$ cat src/rtl/bitd_pkg.sv
package bitd_pkg;

	localparam int SAMPLE_W = 24;
	localparam int TIME_W = 32;
	localparam int DATA_W = 32;
	localparam int PADDR_W = 4;

	// register index, taken from paddr[3:2]
	typedef enum logic [1:0] {
		REG_IMPACT_OFFSET  = 2'd0,
		REG_RELEASE_OFFSET = 2'd1,
		REG_DEBOUNCE_US    = 2'd2
	} reg_idx_t;

	typedef struct packed {
		logic [SAMPLE_W-1:0] impact_offset;
		logic [SAMPLE_W-1:0] release_offset;
		logic [TIME_W-1:0]   debounce_us;
	} cfg_t;

	typedef struct packed {
		logic impact;
		logic release_ev;
	} ev_t;

endpackage

$ cat src/rtl/bitd_event.sv
module bitd_event #(
	parameter int CHANNELS = 2,
	parameter int CH_W = 1
) (
	input  logic                          clk,
	input  logic                          arst_n,
	input  bitd_pkg::cfg_t                cfg,
	input  logic                          commit,
	input  logic [CH_W-1:0]               ch,
	input  logic [bitd_pkg::SAMPLE_W-1:0] sample,
	input  logic [bitd_pkg::SAMPLE_W-1:0] avg,
	input  logic [bitd_pkg::TIME_W-1:0]   now,
	output bitd_pkg::ev_t                 ev
);

	localparam int CMP_W = bitd_pkg::SAMPLE_W + 1;

	logic [bitd_pkg::TIME_W-1:0] last_q [CHANNELS];
	logic [bitd_pkg::TIME_W-1:0] elapsed;
	logic                        settled;
	logic                        imp_hit;
	logic                        rel_hit;

	// elapsed wraps modulo 2^32
	assign elapsed = now - last_q[ch];
	assign settled = elapsed > cfg.debounce_us;

	// sample > avg + offset, compared one bit wider
	assign imp_hit = CMP_W'(sample) > (CMP_W'(avg) + CMP_W'(cfg.impact_offset));
	// sample < avg - offset (saturating at zero) rewritten without the subtract
	assign rel_hit = (CMP_W'(sample) + CMP_W'(cfg.release_offset)) < CMP_W'(avg);

	always_comb begin
		ev.impact     = settled && imp_hit;
		ev.release_ev = settled && !imp_hit && rel_hit;
	end

	always_ff @(posedge clk or negedge arst_n) begin
		if (!arst_n) begin
			for (int i = 0; i < CHANNELS; i++) begin
				last_q[i] <= '0;
			end
		end else if (commit && (ev.impact || ev.release_ev)) begin
			last_q[ch] <= now;
		end
	end

endmodule

$ cat config.mk
export PLATFORM = sky130hd
export DESIGN_NAME = bitd_event
export DESIGN_NICKNAME = d
export VERILOG_FILES = /design/src/rtl/bitd_pkg.sv /design/src/rtl/bitd_event.sv
export SDC_FILE = /design/constraint.sdc
export NUM_CORES = 1
export LEC_CHECK = 0
export ABC_AREA = 1
export BUFFER_PORTS_ARGS = -buffer_cell sky130_fd_sc_hd__buf_2
export CAP_MARGIN = 20
export CORE_MARGIN = 4
export CORE_UTILIZATION = 35
export CTS_CLUSTER_SIZE = 16
export DETAILED_ROUTE_END_ITERATION = 8
export SLEW_MARGIN = 25
export SYNTH_ARGS = -nofsm -noshare
export SYNTH_HDL_FRONTEND = slang
export SYNTH_SLANG_ARGS = --single-unit
$ cat constraint.sdc
create_clock -name clk -period 3.7 [get_ports clk]
set_clock_uncertainty 0.2 [all_clocks]
set_input_delay 0 -clock clk [delete_from_list [all_inputs] [get_ports clk]]
set_output_delay 0 -clock clk [all_outputs]
set_load 0.02 [all_outputs]
Yosys cells after proc, flatten, opt, wreduce, memory -nomap -nowiden. Index checks and enable logic that the tools add are counted.

Register bits after elaboration: 64. Input bits: 164. Output and inout port bits: 2. Logic and storage cells: 24.

Add/subtract/negate cells: 3. Magnitude comparators: 5. Muxes and demuxes: 6. Bitwise logic cells: 1. Reductions and logical operators: 7.

Operator list (number): two-way mux 32 bit (4); bitwise mux 64 bit (1); adder 24 x 24 -> 25 bit (2); demux 32 bit (select 1 bit) (1); > comparator 32 bit (1); subtractor 32 bit (1); > comparator 24 x 25 -> 1 bit (1); less-than comparator 25 x 24 -> 1 bit (1); logical AND 1 bit (5); greater-or-equal comparator 2 bit (second input constant) (1); less-than comparator 2 x 1 -> 1 bit (second input constant) (1); inverter 1 -> 2 bit (1); zero test 1 bit (1); logical OR 1 bit (1).

Longest topological paths before layout. Gate-level depths: netlist of the first run.

Word-level depth: 10. Gate-level depth with buffers: 35. Mapped depth without buffers: 33.

Least setup slack after synthesis of the first run. OpenSTA, ideal clock, no wires.

Path type: input to register. Start: input ch. End: register last_q[12] (netlist name). Setup time: 118 ps. Arrival: 4022 ps. Data required time: 3382 ps. Path slack: -640 ps. Stages on the path: 29. Path buffers: 3. Cell sequence: buf_1 buf_1 mux2i_1 fa_1 nand3_1 nand2_1 nand2_1 nand2_1 nand2_1 o21bai_1 a21oi_1 o21ai_0 a21oi_1 xnor2_1 ha_1 nand2_1 inv_1 nand4_1 nor3b_1 nand2_1 nand2_1 nand3_1 nor2_1 nand3_2 nand2_2 nand3_2 buf_2 nand2_1 nand2_1.

Longest elaborated chain between the ends: 10. Elaborated cells on any way between the ends: 17. Those cells by class: 1 x add/sub; 3 x order compare; 6 x mux; 1 x bitwise; 6 x reduce/logical.

RTL lines: start: declaration (line bitd_event.sv:9) `input logic [CH_W-1:0] ch,`; inverter 1 -> 2 bit (not written as such) (*) (line bitd_event.sv:25, bitd_event.sv:44); two-way mux 32 bit (not written as such) (3 in series) (line bitd_event.sv:25) `assign elapsed = now - last_q[ch];`; subtractor 32 bit (line bitd_event.sv:25); > comparator 32 bit (line bitd_event.sv:26) `assign settled = elapsed > cfg.debounce_us;`; logical AND 1 bit (2 in series) (line bitd_event.sv:35) `ev.release_ev = settled && !imp_hit && rel_hit;`; logical OR 1 bit (line bitd_event.sv:43) `end else if (commit && (ev.impact || ev.release_ev)) begin`; logical AND 1 bit (line bitd_event.sv:43); end signal: indexed assignment (line bitd_event.sv:44) `last_q[ch] <= now;`; end: declaration (line bitd_event.sv:18) `logic [bitd_pkg::TIME_W-1:0] last_q [CHANNELS];`.

Mark *: on every way between the ends. The rest lies on a longest branch, timed or not. The select of a mux whose other input is x is not followed. A chain may end at the register's enable or synchronous reset.

Final worst setup path of the first run.
Start: register last_q[49] (netlist name). End: register last_q[32] (netlist name).

Longest elaborated chain between the ends: 9. Elaborated cells on any way between the ends: 10. Those cells by class: 1 x add/sub; 1 x order compare; 3 x mux; 5 x reduce/logical.

RTL lines (line): two-way mux 32 bit (not written as such) (*) (3 in series) (bitd_event.sv:25); subtractor 32 bit (*) (bitd_event.sv:25); > comparator 32 bit (*) (bitd_event.sv:26); logical AND 1 bit (2 in series) (bitd_event.sv:35); logical OR 1 bit (*) (bitd_event.sv:43); logical AND 1 bit (*) (bitd_event.sv:43).

Marks and branches as above.

==> results of run 1 <==
[placed cells by master, fill, tap and decap left out, types with 5 or more instances in the layout]
| cell type | synthesis | layout |
|---|---|---|
| a21o_1 | 12 | 12 |
| a21oi_1 | 115 | 106 |
| a21oi_2 | 0 | 9 |
| a31oi_1 | 8 | 8 |
| buf_2 | 18 | 163 |
| buf_4 | 0 | 185 |
| buf_6 | 0 | 7 |
| clkbuf_16 | 0 | 10 |
| dfrtp_1 | 64 | 64 |
| dlygate4sd3_1 | 0 | 35 |
| ha_1 | 159 | 157 |
| inv_1 | 125 | 123 |
| mux2i_1 | 30 | 25 |
| mux2i_2 | 0 | 5 |
| nand2_1 | 357 | 322 |
| nand2_2 | 3 | 32 |
| nand2_4 | 0 | 6 |
| nand3_1 | 35 | 26 |
| nand3_2 | 3 | 10 |
| nand4_1 | 78 | 78 |
| nor2_1 | 64 | 63 |
| nor3_1 | 14 | 12 |
| o211ai_1 | 5 | 5 |
| o21a_1 | 6 | 6 |
| o21ai_0 | 38 | 33 |
| o21ai_1 | 3 | 7 |
| xnor2_1 | 31 | 30 |
| xor2_1 | 41 | 40 |
[through the flow]
stage / worst slack, ns / cells
2_1_floorplan: -0.00836 / 1258
3_3_place_gp: -0.589 / 1906
3_5_place_dp: -0.626 / 1906
4_1_cts: -0.492 / 1967
5_1_grt: -0.820 / 1971
6_report: -0.518 / 1972
[area by class of cell]
type | count | area (um^2)
timing repair buffer | 398 | 2830
fill | 2501 | 12500
clock buffer | 11 | 233
antenna | 1 | 2.50
tap | 330 | 413
inverter | 127 | 479
clock inverter | 4 | 70.1
multi-input combinational | 1037 | 6910
sequential | 64 | 1600
[worst reg2reg max path, cell delays in order (launching register included)]
cell       delay (ns)
dfrtp_1          0.39
mux2i_1          0.16
ha_1             0.30
a21oi_1          0.21
o21ai_1          0.14
a21oi_1          0.25
nand3_2          0.14
nand2_1          0.08
o211ai_1         0.13
buf_4            0.18
xor2_2           0.14
ha_1             0.29
nand4_1          0.16
nor3b_4          0.24
nand2_1          0.07
nand2_1          0.06
nand3_1          0.06
nor2_1           0.11
nand3_2          0.11
nand2_4          0.14
nand3_4          0.13
buf_6            0.18
clkbuf_16        0.16
nand2_2          0.05
nand2_1          0.04
[routing by layer]
| layer | part of all wire | GRT usage |
|---|---|---|
| met5 | 0 | 0 |
| met4 | 0.022 | 0.0487 |
| met3 | 0.057 | 0.0222 |
| met2 | 0.47 | 0.331 |
| met1 | 0.45 | 0.261 |
[timing repair]
item | 4_1_cts | 5_1_grt
hold buffers | 35 | 0
gates resized for setup | 34 | 51
setup buffers | 9 | 4
endpoints found under the hold margin | 100 | 0
pin swaps | 2 | 6
endpoints found under the setup margin | 66 | 66
gates cloned | 2 | 1
[kinds of logic after synthesis]
family | after synthesis | synth area share
mux | 30 | 0.0338
simple gates | 571 | 0.279
compound gates | 202 | 0.127
flops | 64 | 0.180
fa+ha+maj | 162 | 0.231
xor+xnor | 72 | 0.0710
buf+inv | 157 | 0.0778
[final timing paths]
check                      startpoint    endpoint  cells after the start
max                        last_q[49]  last_q[32]                     24
min                            commit  last_q[25]                      3
max reg2reg                last_q[49]  last_q[32]                     24
min reg2reg                last_q[15]  last_q[15]                      2
max in group asynchronous      arst_n   last_q[7]                      3
min in group asynchronous      arst_n  last_q[30]                      2
[report_power, final]
group          internal, mW  switching, mW
sequential             1.01          0.189
clock                 0.583          0.296
combinational          2.53           2.67
total                  4.12           3.16
==> results.py, run 1 <==
metrics = {
    "placed_design": {
        "globalplace.congestion": 0.938,
        "place_area_mm2": 0.0114,
        "dp.final_hpwl_um": 22500,
        "port_buffers": 165,
    },
    "routing": {
        "vias": 9886,
        "first_pass_iters": 5,
        "drcViolationCount": 0,
        "drt-total-wl_um": 28000,
        "initialDrtViolationCount": 741,
        "ant_nets": 0,
        "viasPerCell": 5.01,
        "routedWlPerCell_um": 14.2,
    },
    "timing": {
        "whs_ns": 0.0524,
        "rsz0062_at_grt": "true",
        "report.final.slew_viol_count": 0,
        "finalSetupViolations": 66,
        "period_needed_ns": 4.22,
        "worstMarginPinSlew_ns": 0.862,
        "slew_headroom": 0.426,
        "timing.final.ws_setup_ns": -0.518,
        "setup_tns_ns": -30.73,
        "hold_viol": 0,
        "timing.fmax_mhz": 237,
        "min_period_over_period": 1.14,
    },
    "cts": {
        "cts_buffers": 9,
        "cts.root.buffer_cell": "clkbuf_16",
        "clkSinkCount": 64,
        "clock_path_buffers": 2,
        "h-tree-depth": 3,
        "clk_pin_slew_ns": 0.05,
        "clk_latency_ns": 0.33,
        "cts_tree": "done",
    },
    "floorplanning": {
        "initial_utilization": 0.355,
        "rows": 58,
        "die_x_um": 167,
        "die_area_mm2": 0.0280,
        "pin_count": 166,
        "dieHeight_um": 167,
        "core_mm2": 0.0250,
    },
    "global_route": {
        "antenna_found_initial": 0,
        "grt_max_degree": 59,
        "grt.overflow.total": 0,
        "first_global_vias": 9506,
        "track_usage": 0.194,
        "grt_pass1_wl_um": 45500,
    },
    "critical_path": {
        "crit_type": "register to register",
        "cp.arrival_ns": 4.24,
        "max_stage_delay_ns": 0.39,
        "path_cells": "mux2i_1, ha_1, a21oi_1, o21ai_1, a21oi_1, nand3_2, nand2_1, o211ai_1, buf_4, xor2_2, ha_1, nand4_1, nor3b_4, nand2_1, nand2_1, nand3_1, nor2_1, nand3_2, nand2_4, nand3_4, buf_6, clkbuf_16, nand2_2, nand2_1",
        "crit_fanout": 5,
        "critPathTopFamily": "simple AND/OR/NAND/NOR gates",
        "worst-path-buf-inv": 3,
        "path_common_cell": "nand2_1",
        "start_kind": "register",
        "cp.required_ns": 3.72,
        "slowest_stage": "dfrtp_1",
        "critPathCaptureType": "register",
        "regToRegSetupSlack_ns": -0.52,
    },
    "layout": {
        "largest_register_ff_count": 64,
        "reg.largest.list": "last_q (64)",
        "finish.utilization": 0.501,
        "syn_to_final_growth_pct": 41.2,
        "final_layout_size_suffix_gt1_frac": 0.280,
        "top_register": "last_q",
        "finalNetCount": 1963,
        "final_area_mm2": 0.0125,
    },
    "logic_synthesis": {
        "synth_top_cell_area_share": 0.224,
        "ys_ff_latch": 64,
        "synth_cell_types": 44,
        "synth_area_leader_cell": "ha_1",
        "async_flop_share": 1.00,
        "synth_ff_type": "dfrtp_1",
        "netlist_area_mm2": 0.00888,
        "synth_edf_count": 0,
        "yosys-top-cells-area": "ha_1, dfrtp_1, nand2_1",
        "syn_inst": 1258,
        "seq_area_frac_synth": 0.180,
        "synth_common_cells": "nand2_1, ha_1, inv_1, a21oi_1, nand4_1",
        "syn-num-nets": 1584,
        "synth.most_common_cell": "nand2_1",
        "syn_avg_cell_area_um2": 7.06,
        "yosys_warnings": 0,
    },
    "run_status": {
        "status": "complete, but fails checks",
        "failed_checks": "setup timing",
    },
    "run": {
        "drv_cap": 0,
    },
    "power_and_ir_drop": {
        "finalPower_mw": 7.28,
        "ir_drop_uv": 379,
        "p_leak_nw": 6.82,
        "power_density_mw_per_mm2": 581,
    },
    "min_path": {
        "hold_class": "input port to register",
    },
}
No activity file was read; power rests on OpenSTA's default activity.
==> inputs of run 2 (changes only) <==
Settings changed: CELL_PAD_IN_SITES_DETAIL_PLACEMENT set to 1, CELL_PAD_IN_SITES_GLOBAL_PLACEMENT set to 2, CORE_UTILIZATION 35 to 29, MAX_ROUTING_LAYER set to met4, PLACE_DENSITY_LB_ADDON set to 0.1.
==> results.py, run 2 (synthesis results as in run 1) <==
metrics = {
    "critical_path": {
        "max_stage_delay_ns": 0.39,
        "endpoint": "last_q[21]",
        "critPathCaptureType": "register",
        "slowest_stage": "dfrtp_1",
        "critPathTopFamily": "simple AND/OR/NAND/NOR gates",
        "crit_fanout": 7,
        "startpoint": "last_q[34]",
        "start_kind": "register",
        "regToRegSetupSlack_ns": -0.58,
        "r2r_end": "last_q[21]",
        "path_common_cell": "nand2_1",
        "cp.required_ns": 3.71,
        "cp.depth": 26,
        "r2r_cells": 26,
        "worst-path-buf-inv": 3,
        "rr_startpoint": "last_q[34]",
        "crit_type": "register to register",
        "cp.arrival_ns": 4.30,
    },
    "floorplanning": {
        "pin_count": 166,
        "rows": 63,
        "initial_utilization": 0.296,
        "die_x_um": 183,
        "dieHeight_um": 183,
        "core_mm2": 0.0300,
        "die_area_mm2": 0.0335,
    },
    "power_and_ir_drop": {
        "power.share.sequential": 0.154,
        "power_density_mw_per_mm2": 594,
        "clkPwrFrac": 0.114,
        "ir_drop_uv": 486,
        "p_leak_nw": 7.14,
        "p_switching_mw": 3.46,
        "internal_power_mw": 4.43,
        "finalPower_mw": 7.90,
        "swShare": 0.438,
        "power.combinational.fraction": 0.732,
    },
    "run_status": {
        "failed_checks": "setup timing",
        "status": "complete, but fails checks",
    },
    "timing": {
        "whs_ns": 0.0217,
        "hold_viol": 0,
        "finalSetupViolations": 66,
        "timing.final.ws_setup_ns": -0.584,
        "min_period_over_period": 1.16,
        "worstMarginPinSlew_ns": 0.682,
        "setup_tns_ns": -34.52,
        "period_needed_ns": 4.28,
        "report.final.slew_viol_count": 0,
        "slew_headroom": 0.545,
        "timing.fmax_mhz": 233,
        "rsz0062_at_grt": "true",
    },
    "layout": {
        "finalNetCount": 2032,
        "finish.utilization": 0.443,
        "largest_register_ff_count": 64,
        "reg.largest.list": "last_q (64)",
        "seqCellArea_mm2": 0.00160,
        "final_layout_size_suffix_gt1_frac": 0.328,
        "syn_to_final_growth_pct": 49.6,
        "stdcell_count": 2102,
        "multiInputGateArea_mm2": 0.00702,
        "final_cell_mix": "nand2_1, buf_4, buf_2",
        "n_fill_cell": 3800,
        "final_area_mm2": 0.0133,
        "layout_commonest_cell": "nand2_1",
        "top_register": "last_q",
    },
    "global_route": {
        "grt.overflow.total": 0,
        "grt_pass1_wl_um": 52500,
        "first_global_vias": 10793,
        "track_usage": 0.196,
        "antenna_found_initial": 1,
        "grt_max_degree": 47,
    },
    "cts": {
        "h-tree-depth": 3,
        "cts.root.buffer_cell": "clkbuf_16",
        "cts_buffers": 9,
        "clk_latency_ns": 0.33,
        "cts_tree": "done",
        "clk_pin_slew_ns": 0.06,
        "clock_path_buffers": 2,
        "clkSinkCount": 64,
    },
    "run": {
        "drv_cap": 0,
    },
    "routing": {
        "drcViolationCount": 0,
        "drt-total-wl_um": 33700,
        "viasPerCell": 4.83,
        "initialDrtViolationCount": 235,
        "first_pass_iters": 4,
        "ant_nets": 0,
        "vias": 10149,
        "routedWlPerCell_um": 16.0,
    },
    "placed_design": {
        "dp_cells": 2032,
        "globalplace.congestion": 0.839,
        "dp.final_hpwl_um": 27200,
        "port_buffers": 165,
        "dp_slack_ns": -0.713,
        "place_area_mm2": 0.0120,
    },
    "min_path": {
        "hold_class": "input port to async pin",
    },
}
==> run 2: how the worst min path moves through the flow <==
stage | cells past startpoint | endpoint | from
after CTS | 5 | last_q[10] | ch
after global placement | 1 | last_q[60] | arst_n
after global routing | 5 | last_q[10] | ch
final | 2 | last_q[61] | arst_n
after floorplan | 0 | last_q[0] | arst_n
after detailed placement | 1 | last_q[60] | arst_n
==> run 2: repair_timing <==
| item | 4_1_cts | 5_1_grt |
|---|---|---|
| resized for setup | 38 | 79 |
| gates cloned | 1 | 5 |
| buffers inserted | 6 | 7 |
| pin swaps | 3 | 21 |
| hold endpoints to repair | 109 | 0 |
| hold buffers | 35 | 0 |
| setup endpoints to repair | 66 | 66 |
==> run 2: final cells by class <==
class                   instances  share of cell area
well taps                     390              0.0367
flip-flops and latches         64               0.121
inverters                     127              0.0359
repair buffers                467               0.254
clock inverters                 2             0.00264
diodes                          1            0.000188
multi-input cells            1037               0.529
clock buffers                  14              0.0214
==> run 2: power groups by stage <==
stage / registers (mW) / clock network [mW] / logic, mW
global placement: 1.18 / 0 / 4.96
CTS: 1.19 / 0.914 / 5.44
finish: 1.22 / 0.901 / 5.78
global route: 1.25 / 0.942 / 6.49
detailed placement: 1.19 / 0 / 5.11
floorplan: 1.13 / 0 / 3.14
==> run 2: routing by layer <==
| metal | vias to the layer above | GRT usage | share of wire |
|---|---|---|---|
| li1 | 5198 | - | - |
| met1 | 4781 | 0.245 | 0.45 |
| met2 | 149 | 0.353 | 0.51 |
| met3 | 21 | 0.0129 | 0.029 |
| met4 | 0 | 0.0355 | 0.012 |
| met5 | - | - | 0 |
